$ cat config.mk
export PLATFORM = sky130hd
export DESIGN_NAME = dhot_ram
export DESIGN_NICKNAME = d
export VERILOG_FILES = /design/src/design/dhot_ram.sv
export SDC_FILE = /design/constraint.sdc
export NUM_CORES = 1
export LEC_CHECK = 0
export BUFFER_PORTS_ARGS = -buffer_cell sky130_fd_sc_hd__buf_2
export CAP_MARGIN = 5
export CELL_PAD_IN_SITES_DETAIL_PLACEMENT = 1
export CELL_PAD_IN_SITES_GLOBAL_PLACEMENT = 1
export CORE_MARGIN = 2
export CORE_UTILIZATION = 55
export CTS_CLUSTER_DIAMETER = 150
export DETAILED_ROUTE_END_ITERATION = 10
export PLACE_DENSITY = 0.88
export SLEW_MARGIN = 10
export SYNTH_ARGS = -nofsm -noshare
export SYNTH_HDL_FRONTEND = slang
export SYNTH_SLANG_ARGS = --single-unit
$ cat constraint.sdc
create_clock -name clk -period 3.2 [get_ports clk]
set_clock_uncertainty 0.2 [all_clocks]
set_input_delay 0.48 -clock clk [delete_from_list [all_inputs] [get_ports clk]]
set_output_delay 0.48 -clock clk [all_outputs]
set_load 0.05 [all_outputs]
$ cat src/design/dhot_ram.sv
`timescale 1ns / 1ps

module dhot_ram #(
  parameter int WIDTH = 8,
  parameter int DEPTH = 16
) (
  input  logic                     clk,
  input  logic                     we,
  input  logic [$clog2(DEPTH)-1:0] waddr,
  input  logic [WIDTH-1:0]         wdata,
  input  logic [$clog2(DEPTH)-1:0] raddr,
  output logic [WIDTH-1:0]         rdata
);

  logic [WIDTH-1:0] mem [DEPTH];

  always_ff @(posedge clk) begin
    if (we) begin
      mem[waddr] <= wdata;
    end
    rdata <= mem[raddr];
  end

endmodule

=== Word level (Yosys, flattened, before mapping) ===
Memory sizes are Yosys's and may differ from the RTL's. A register that Yosys moved wholly into a read port is not among the register bits.
Index checks and enable logic that the tools add are counted.

* Multiply operators: 0
* Reductions and logical operators: 0
* Mux-type cells: 2
* Shifts and indexed selects: 0
* Order comparisons: 0
* Div/mod/pow operators: 0
* Equality and inequality tests: 0
* Bitwise operators: 0
* Add/sub/neg operators: 0

{| class="wikitable"
|+ Operators with widths
! cell !! count
|-
| $mux W1 || 2
|}

* Memories kept: 1
* Latch bits: 0
* RAM bits: 128
* Bits in registers: 0
* Output and inout port bits: 8
* Logic and storage cells: 3
* Bits in read-only memories: 0

{| class="wikitable"
|+ Memories
! name !! depth !! bits a word !! rd ports !! clocked after memory_dff !! write ports !! line !! text
|-
| mem || 16 || 8 || 1 || 1 || 1 || 15 || <nowiki>logic [WIDTH-1:0] mem [DEPTH];</nowiki>
|}

=== Logic depth before layout (Yosys ltp) ===
* Depth after elaboration: 2
* Mapped depth: 5
* Mapped depth without buffers: 3

=== Worst setup path after synthesis ===
Ideal clock, no wire load.

* Kind: input-to-reg
* From: in waddr[2]
* To: mem mem[0][0], enable pin
* Data required time: 2.617 ns
* Data arrival time: 1.590 ns
* Library setup time: 0.383 ns
* Path buffers: 0
* Stages on the path: 2
* Path slack: 1.027 ns
* Cells stage by stage: or3b_2 -> nor3_1

{| class="wikitable"
|+ RTL lines
! item !! line !! text
|-
| start: declaration || 9 || <nowiki>input logic [$clog2(DEPTH)-1:0] waddr,</nowiki>
|-
| end: declaration || 15 ||
|}

No word-level cell before the write port.

==> results.yml <==
clocking:
  cts_buffers: 17
  cts_tree: "yes"
  cts_buffer_depth: 2
  clk_pin_slew_ps: 60
  cts_root_buf: "clkbuf_8"
  h-tree-depth: 4
  cts_resized: 0
  post_cts_buffers: 0
  clock_sinks: 136
  cts_hold_buf: 0
  insertion_delay_ps: 510
detailed_routing:
  routed_wl_mm: 10.9
  vias: 2498
  drt_iter0_drc: 206
  drc: 0
  ant_nets: 0
  wire_per_inst_um: 27.7
  first_pass_iters: 4
  viasPerCell: 6.32
worst_setup_path:
  required_ps: 3380
  crit_end: "rdata[7]$_DFF_P_"
  worst-setup-path-type: "in2reg"
  crit_path_max_fanout: 16
  critPathLaunch: "raddr[0]"
  rr_worst_depth: 3
  start_kind: "input pin"
  cp_data_arrival_time_ps: 2060
  regToRegSetupSlack_ps: 1500
  r2r-start: "mem[1][5]$_DFFE_PP_"
  cp-end-kind: "register"
  r2r_end: "rdata[5]$_DFF_P_"
pwr:
  ir_worst_vdd_v: 0.000401
  p_leak_nw: 2.02
  cellPowerDensity_nw_per_um2: 699
  fin_total_pwr_mw: 4.18
synthesis:
  synth-seq-cells: 136
  ys_seq_area_share_pct: 77.8
  syn_nets: 247
  netlist_instances: 229
  yosysWarningCount: 0
  avgSynthCellArea_sq_um: 22.5
  netlist_area_sq_um: 5150
  ys_types: 19
final_layout:
  nFillCells: 740
  fin_util_pct: 65.4
  area_growth_syn_to_layout_pct: 16.3
  num-nets-final: 289
  stdcell_area_sq_um: 5990
  diodes: 0
  final_common_cell: "edfxtp_1"
  drive_gt1_share_pct: 28.9
  most-common-layout-cells: "128 x edfxtp_1, 25 x buf_2, 18 x mux4_2"
  fin_cells: 395
floorplanning:
  start_util_pct: 56.2
  die_area_sq_um: 10100
  ioPinCount: 26
  die_x_um: 101
  num_rows: 35
  core_area_sq_um: 9150
  die_h_um: 101
placed_design:
  port_buffers: 25
  dpl.hpwl_mm: 6.98
  gp_congestion: 0.796
  dpl.cell_count: 363
  place_area_sq_um: 5390
timing:
  fin_crit_sh_pct: 58.7
  finalSetupViolCount: 0
  rsz0062_at_grt: "no"
  fin_crit_ps: 1880
  tns_ps: 0
  worst-slew-pin-transition_ps: 1050
  slew_headroom_pct: 29.8
  finalHoldViolCount: 0
  finalMaxSlewViolations: 0
  fmaxAchievable_ghz: 0.532
global_routing:
  grt_max_degree: 33
  grt_pass1_vias: 2638
  antenna_found_initial: 0
  grt_overflow: 0
  grt_usage_pct: 24.0
  grt_pass1_wl_mm: 16.7
job:
  maxCapViolCount: 0
worst_hold_path:
  hold_class: "in2reg"
  whs_path_depth: 1
  worstHoldStart: "wdata[3]"
outcome:
  status: "finished clean"
## flip-flops by register name (all words and copies together) (netlist names)
name	count
rdata	8
mem	128
## worst max-delay path: stages
cell and delay, ps:
buf_2 400, buf_4 290, mux4_2 530, a22oi_1 250, nand2_1 100
## stage by stage
stage / setup slack [ps] / hold slack (ps)
floorplan: 1030 / 379
global placement: 789 / 447
detailed placement: 784 / 472
CTS: 1290 / 122
global route: 1230 / 149
finish: 1320 / 148
## Yosys cell counts
cell | number | area, sq um
nor2b_1 | 1 | 6.26
buf_2 | 3 | 15.0
and2_1 | 1 | 6.26
nand3_1 | 1 | 5.00
or3b_2 | 1 | 8.76
clkdlybuf4s25_2 | 3 | 30.0
and2b_1 | 1 | 7.51
dfxtp_1 | 8 | 160
nand2b_1 | 2 | 12.5
nand3b_1 | 2 | 15.0
edfxtp_1 | 128 | 3840
nor3_1 | 4 | 20.0
buf_4 | 1 | 7.51
mux4_2 | 18 | 405
nand2_1 | 9 | 33.8
a22oi_1 | 16 | 120
mux4_1 | 14 | 368
buf_6 | 3 | 33.8
nor2_1 | 13 | 48.8
## cells by family after synthesis
| group | Yosys count | share of synthesized area (%) |
|---|---|---|
| flip-flops | 136 | 77.8 |
| buffers and inverters | 10 | 1.68 |
| multiplexers | 32 | 15.0 |
| AND/OR/NAND/NOR | 35 | 3.18 |
| AO/OA/AOI/OAI | 16 | 2.33 |
## metal layers
metal | routed length (um) | global-route usage [%]
met5 | 0 | 0
met4 | 195 | 8.43
met3 | 691 | 6.38
met2 | 5460 | 36.9
met1 | 4600 | 33.9
## report_power, final
group,total (mW),leakage [nW],switching (mW),internal [mW]
sequential,2.01,1.22,0.0135,1.99
clock,1.96,0.287,0.737,1.22
combinational,0.221,0.511,0.146,0.0746
## worst min-delay path by stage
stage	slack [ps]	to
detailed placement	470	rdata[5]$_DFF_P_
finish	150	mem[0][3]$_DFFE_PP_
floorplan	380	mem[0][0]$_DFFE_PP_
global route	150	mem[14][3]$_DFFE_PP_
global placement	450	rdata[5]$_DFF_P_
CTS	120	mem[0][3]$_DFFE_PP_
## layout make-up
cell class,count,area [sq um],area share (%)
tap,111,139,2.32
multi-input combinational,83,1060,17.7
clock inverter,12,166,2.78
clock buffer,20,435,7.27
sequential,136,4000,66.9
timing repair buffer,33,185,3.09
No activity file was read; power rests on OpenSTA's default activity.
