$ cat config.mk
export PLATFORM = sky130hd
export DESIGN_NAME = dhot_rem
export DESIGN_NICKNAME = d
export VERILOG_FILES = /design/src/design/dhot_pkg.sv /design/src/design/dhot_rem.sv
export SDC_FILE = /design/constraint.sdc
export NUM_CORES = 1
export LEC_CHECK = 0
export ABC_AREA = 0
export BUFFER_PORTS_ARGS = -buffer_cell sky130_fd_sc_hd__clkbuf_2
export CAP_MARGIN = 20
export CELL_PAD_IN_SITES_DETAIL_PLACEMENT = 0
export CELL_PAD_IN_SITES_GLOBAL_PLACEMENT = 1
export CORE_MARGIN = 2
export CORE_UTILIZATION = 43
export CTS_BUF_LIST = sky130_fd_sc_hd__clkbuf_4 sky130_fd_sc_hd__clkbuf_8
export CTS_CLUSTER_SIZE = 25
export DETAILED_ROUTE_END_ITERATION = 7
export HOLD_SLACK_MARGIN = 0.03
export PLACE_DENSITY_LB_ADDON = 0.1
export SKIP_CTS_REPAIR_TIMING = 1
export SLEW_MARGIN = 20
export SYNTH_ARGS = -nofsm -noshare
export SYNTH_HDL_FRONTEND = slang
export SYNTH_SLANG_ARGS = --single-unit
export TNS_END_PERCENT = 10
$ cat constraint.sdc
create_clock -name clk -period 4.2 [get_ports clk]
set_input_delay 0.21 -clock clk [delete_from_list [all_inputs] [get_ports clk]]
set_output_delay 0.21 -clock clk [all_outputs]
set_load 0.01 [all_outputs]
$ cat src/design/dhot_pkg.sv
`timescale 1ns / 1ps

package dhot_pkg;

  localparam int FUNC_W = 2;
  localparam int KEY_W = 32;
  localparam int PAY_W = 32;
  localparam int HASH_W = 16;
  localparam int STATUS_W = 3;
  localparam int CFG_W = 11;
  localparam int MARK_W = 2;

  localparam int DEPTH_DEFAULT = 1024;
  localparam int CFG_MAX = (1 << CFG_W) - 1;
  localparam logic [CFG_W-1:0] CFG_RESET = CFG_W'(1024);

  // Hash bits reduced per cycle by the remainder unit.
  localparam int REM_BITS = 2;

  localparam logic [FUNC_W-1:0] FUNC_INSERT = 2'd0;
  localparam logic [FUNC_W-1:0] FUNC_REMOVE = 2'd1;
  localparam logic [FUNC_W-1:0] FUNC_LOOKUP = 2'd2;
  localparam logic [FUNC_W-1:0] FUNC_NONE = 2'd3;

  localparam logic [STATUS_W-1:0] ST_OK = 3'd0;
  localparam logic [STATUS_W-1:0] ST_PRESENT = 3'd1;
  localparam logic [STATUS_W-1:0] ST_FULL = 3'd2;
  localparam logic [STATUS_W-1:0] ST_NOT_FOUND = 3'd3;
  localparam logic [STATUS_W-1:0] ST_NO_SLOT = 3'd4;

  localparam logic [MARK_W-1:0] MARK_EMPTY = 2'd0;
  localparam logic [MARK_W-1:0] MARK_OCCUPIED = 2'd1;
  localparam logic [MARK_W-1:0] MARK_VACATED = 2'd2;

  typedef struct packed {
    logic [MARK_W-1:0] mark;
    logic [KEY_W-1:0] key;
    logic [PAY_W-1:0] payload;
  } entry_t;

endpackage

$ cat src/design/dhot_rem.sv
`timescale 1ns / 1ps

module dhot_rem import dhot_pkg::*; #(
  parameter int EW = 11
) (
  input  logic              clk,
  input  logic              rst,
  input  logic              load,
  input  logic [HASH_W-1:0] dividend_one,
  input  logic [HASH_W-1:0] dividend_two,
  input  logic [EW-1:0]     divisor,
  output logic              done,
  output logic [EW-1:0]     rem_one,
  output logic [EW-1:0]     rem_two
);

  localparam int CYCLES = HASH_W / REM_BITS;
  localparam int CW = (CYCLES > 1) ? $clog2(CYCLES) : 1;

  logic              run;
  logic [CW-1:0]     cnt;
  logic [HASH_W-1:0] d_one;
  logic [HASH_W-1:0] d_two;
  logic [EW-1:0]     div_r;
  logic [EW-1:0]     rem_one_next;
  logic [EW-1:0]     rem_two_next;

  function automatic logic [EW-1:0] rem_step(input logic [EW-1:0] r, input logic b,
                                             input logic [EW-1:0] p);
    logic [EW:0] t;
    t = {r, b};
    if (t >= {1'b0, p}) begin
      t = t - {1'b0, p};
    end
    return t[EW-1:0];
  endfunction

  always_comb begin
    rem_one_next = rem_one;
    rem_two_next = rem_two;
    for (int j = 0; j < REM_BITS; j++) begin
      rem_one_next = rem_step(rem_one_next, d_one[HASH_W-1-j], div_r);
      rem_two_next = rem_step(rem_two_next, d_two[HASH_W-1-j], div_r);
    end
  end

  always_ff @(posedge clk) begin
    if (rst) begin
      run <= 1'b0;
      done <= 1'b0;
      cnt <= '0;
    end else begin
      done <= 1'b0;
      if (load) begin
        run <= 1'b1;
        cnt <= '0;
        d_one <= dividend_one;
        d_two <= dividend_two;
        div_r <= divisor;
        rem_one <= '0;
        rem_two <= '0;
      end else if (run) begin
        rem_one <= rem_one_next;
        rem_two <= rem_two_next;
        d_one <= d_one << REM_BITS;
        d_two <= d_two << REM_BITS;
        if (cnt == CW'(CYCLES - 1)) begin
          run <= 1'b0;
          done <= 1'b1;
        end else begin
          cnt <= cnt + 1'b1;
        end
      end
    end
  end

endmodule

* Word level (Yosys, flattened, before mapping)
Index checks and enable logic that the tools add are counted.
** Storage, ports and cells
- Input port bits :: 46
- Output and inout bits :: 23
- Register bits :: 70
** Cells by class
- Add/subtract/negate cells :: 5
- Reductions and logical operators :: 6
- $lt $le $gt $ge :: 4
- Bitwise logic cells :: 3
- Mux-type cells :: 14
- Equal/unequal tests :: 1
** Operators with widths (count)
- 11-bit two-way mux :: 6
- 16-bit two-way mux :: 4
- 12-bit by 11-bit greater-or-equal comparator with 1-bit output :: 4
- 11-bit subtractor :: 4
- 2-bit AND reduction :: 3
- 1-bit two-way mux :: 4
- 3-bit by 1-bit adder with 3-bit output, second input constant :: 1
- 3-bit equality test, second input constant :: 1
- 1-bit NOT :: 3
- 3-bit OR reduction :: 1
- 2-bit nonzero test :: 1
- 2-bit OR reduction :: 1

* Logic depth before layout (Yosys ltp)
- Depth in word-level cells :: 5
- Depth in mapped cells :: 20
- Gate-level depth less buffers :: 18

* Least setup slack after synthesis
No wires, ideal clock.
- Path type :: flip-flop to flip-flop
- From :: reg div_r[0]
- To :: reg rem_two[2], data pin
- Required time :: 3.934 ns
- Stages on the path, launching flop included :: 18
- Setup slack :: -0.408 ns
- Setup time :: 0.266 ns
- Data arrival time :: 4.341 ns
- Period minus slack after synthesis :: 4.608 ns
- Path buffers :: 2
- Cells stage by stage :: edfxtp_1 -> ha_1 -> fa_1 -> nand2b_1 -> a211oi_1 -> o31ai_1 -> nand3b_1 -> buf_1 -> mux2_2 -> ha_1 -> and3_1 -> a21oi_1 -> nand3_1 -> a41o_1 -> a221oi_2 -> buf_2 -> mux2i_1 -> nor2_1
** On the way
- Word-level cells in the longest chain between the ends :: 5
- Elaborated cells between the ends (all ways) :: 7
** Ends and longest elaborated chain
- from (decl) :: line dhot_rem.sv:24 : logic [EW-1:0] div_r;
- from (signal assigned) :: line dhot_rem.sv:59 : div_r <= divisor;
- 11-bit subtractor or 12-bit by 11-bit greater-or-equal comparator with 1-bit output (tied branches) :: line dhot_rem.sv:33, dhot_rem.sv:32
- 11-bit two-way mux :: line dhot_rem.sv:32 : if (t >= {1'b0, p}) begin
- 11-bit subtractor or 12-bit by 11-bit greater-or-equal comparator with 1-bit output (tied branches) :: line dhot_rem.sv:33, dhot_rem.sv:32
- 11-bit two-way mux (*) :: line dhot_rem.sv:32
- 11-bit two-way mux (*) :: line dhot_rem.sv:62 : end else if (run) begin
- to (signal assigned) :: line dhot_rem.sv:64 : rem_two <= rem_two_next;
- to (decl) :: line dhot_rem.sv:14 : output logic [EW-1:0] rem_two
Mark *: on every way between the ends. The rest lies on a longest branch, timed or not. The select of a mux whose other input is x is not followed.
A chain may end at the register's enable or synchronous reset.

* Worst setup path in the final report
- From :: reg div_r[1]
- To :: reg rem_two[3], data pin
Same word-level chain as after synthesis.

==> flow_metrics.env <==
export IMPL_outcome="finished, violations left"
export IMPL_violations="negative setup slack"
export IMPL_crit_path_end_kind="flip-flop"
export IMPL_r2r_end="rem_two[3]"
export IMPL_hold_depth=1
export IMPL_path_class="flip-flop to flip-flop"
export IMPL_ios=69
export IMPL_synth_flop_cell="edfxtp_1"
export IMPL_ant_nets=0
export IMPL_antenna_found_initial=0
export IMPL_die_height_microns=115.6
export IMPL_synth_edf_count=65
export IMPL_fin_crit_ns=4.230
export IMPL_r2r_cells=16
export IMPL_drive_gt1_share_pct=43.20
export IMPL_drt_total_wl_mm=14.79
export IMPL_fmax_mhz=236.4
export IMPL_die_area_sq_um=13370
export IMPL_initial_utilization_pct=44.41
export IMPL_crit_arrival_ns=4.32
export IMPL_grt_pass1_vias=4537
export IMPL_nets=797
export IMPL_clk_latency_ns=0.36
export IMPL_grt_start_max_net_pins=39
export IMPL_hp_start="divisor[9]"
export IMPL_grt_usage_pct=22.33
export IMPL_cts_root_buffer="clkbuf_8"
export IMPL_cts_sinks=70
export IMPL_hold_ws_ns=0.03240
export IMPL_clockBufferDepth=2
export IMPL_p_leak_nw=3.112
export IMPL_reg2reg_from="div_r[1]"
export IMPL_min_to="div_r[9]"
export IMPL_htreeDepth=3
export IMPL_cts_buffers=9
export IMPL_first_pass_iters=5
export IMPL_synth_top_cell_by_area="edfxtp_1"
export IMPL_wire_per_inst_microns=16.92
export IMPL_relSlewSlack_pct=39.34
export IMPL_placed_cell_area_sq_um=6645
export IMPL_synthCells=515
export IMPL_place_gp_congestion=0.8632
export IMPL_num_rows=40
export IMPL_p_per_area_nw_per_um2=895.0
export IMPL_yosysWarningCount=0
export IMPL_worst_setup_path_start_kind="flip-flop"
export IMPL_worst_pin_slew_ns=0.9065
export IMPL_crit_start="div_r[1]"
export IMPL_core_area_sq_um=12060
export IMPL_peakVddDrop_mv=0.2936
export IMPL_setup_viol=5
export IMPL_cp_max_fo=5
export IMPL_avgSynthCellArea_sq_um=10.40
export IMPL_yosysTopAreaCellShare_pct=36.44
export IMPL_utilization_pct=60.01
export IMPL_cpPeakStageDelay_ns=0.51
export IMPL_ys_seq_elements=70
export IMPL_syn_num_nets=611
export IMPL_num_vias=4734
export IMPL_syn2layout_area_growth_pct=35.13
export IMPL_grt_ovfl_total=0
export IMPL_worstPathRequired_ns=4.29
export IMPL_dpl_hpwl_mm=11.35
export IMPL_drc_errors=0
export IMPL_grt_pass1_wl_mm=22.69
export IMPL_max_cap_viol_count=0
export IMPL_skew_ns=0.01213
export IMPL_fillers=1046
export IMPL_netlist_top_cells_area="edfxtp_1 (36%), ha_1 (11%), mux2_2 (7.4%)"
export IMPL_total_power_mw=6.478
export IMPL_maxSlewViolCount=0
export IMPL_antenna_cells=0
export IMPL_synth_distinct_cells=63
export IMPL_crit_slowest_cell="edfxtp_1"
export IMPL_final_area_sq_um=7238
export IMPL_drtIter0Drc=320
export IMPL_crit_chain="buf_6 -> fa_2 -> nand2b_4 -> a211oi_2 -> o31ai_1 -> nand3b_1 -> mux2_2 -> ha_1 -> and3_1 -> a21oi_2 -> nand3_2 -> a41o_1 -> a221oi_4 -> buf_4 -> mux2i_1 -> nor2_1"
export IMPL_yosysSeqAreaShare_pct=38.31
export IMPL_period_share_pct=100.7
export IMPL_syn_cell_area_sq_um=5356
export IMPL_numPortBuffers=68
export IMPL_holdCritPathClass="primary input to flip-flop"
export IMPL_final_common_cell="buf_4"
export IMPL_async_reset_ff_share_pct=0
export IMPL_ff2ff_setup_slack_ns=-0.03
export IMPL_setup_slack_ns=-0.03028
export IMPL_post_place_ws_ns=-0.2841
export IMPL_via_per_inst=5.416
export IMPL_hold_viol_final=0
export IMPL_cts_tree="built"
export IMPL_rsz0062_at_grt="yes"
export IMPL_die_w_microns=115.6
export IMPL_layout_common_cells="buf_4 (113), clkbuf_2 (68), edfxtp_1 (65)"
export IMPL_clk_pin_slew_worst_paths_ns=0.08
==> cells by family after synthesis <==
group / share of synthesized area [%]
xor gates and xnor gates: 3.761
AOI/OAI and AO/OA: 14.48
muxes: 11.75
DFF: 38.31
buffers and inverters: 4.018
and+or+nand+nor: 15.44
adders and majority gates: 12.24
==> per-stage QoR <==
stage / setup TNS, ns / instances
CTS: -3.490 / 857
detailed placement: -2.774 / 841
finish: -0.08688 / 874
floorplan: -0.06517 / 515
global route: -1.776 / 874
global placement: -2.121 / 841
==> where the power goes <==
group | switching, mW | internal [mW]
clock | 0.274 | 0.209
combinational | 2.41 | 2.52
sequential | 0.0913 | 0.976
==> sequential cells by signal, summed over array words and instances, names as in the netlist <==
signal and count:
d_one 16, d_two 16, div_r 11, rem_one 11, rem_two 11, cnt 3, done 1, run 1
==> synthesized netlist by cell type, types with 12 or more instances <==
cell type / instances
edfxtp_1: 65
ha_1: 46
nor2_1: 46
mux2_2: 35
inv_1: 30
o21ai_0: 23
a21oi_1: 20
mux2i_1: 19
xnor2_1: 19
nand2_1: 18
nor3_1: 18
nor2b_1: 15
a211oi_1: 12
==> worst max-delay path by stage <==
stage,endpoint,depth (start not counted)
after floorplan,rem_one[0],18
after global placement,rem_one[7],19
after detailed placement,rem_one[7],19
after CTS,rem_one[7],19
after global routing,rem_two[2],16
final,rem_two[3],16
==> layer usage <==
layer | global-route usage [%] | up-vias | wire [microns]
met5 | 0 | - | 0
met4 | 7.381 | 0 | 286
met3 | 3.923 | 21 | 761
met2 | 32.63 | 139 | 6396
met1 | 33.51 | 2257 | 7346
li1 | - | 2317 | -
==> layout make-up <==
class	instances	area [sq um]	share of cell area (%)
clock buffers	9	123.9	1.711
clock inverters	7	41.29	0.5704
inverters	30	115.1	1.590
multi-input cells	399	3397	46.93
flip-flops and latches	70	2052	28.35
well taps	168	210.2	2.904
repair buffers	191	1299	17.94
==> critical path, delay by kind of cell, from the launching register on <==
kind	cells	cell delay (ns)
DFF	1	0.51
muxes	2	0.58
and+or+nand+nor	5	0.74
buffers and inverters	2	0.38
AOI/OAI and AO/OA	5	1.07
adders and majority gates	2	0.66
No activity file was read; power rests on OpenSTA's default activity.
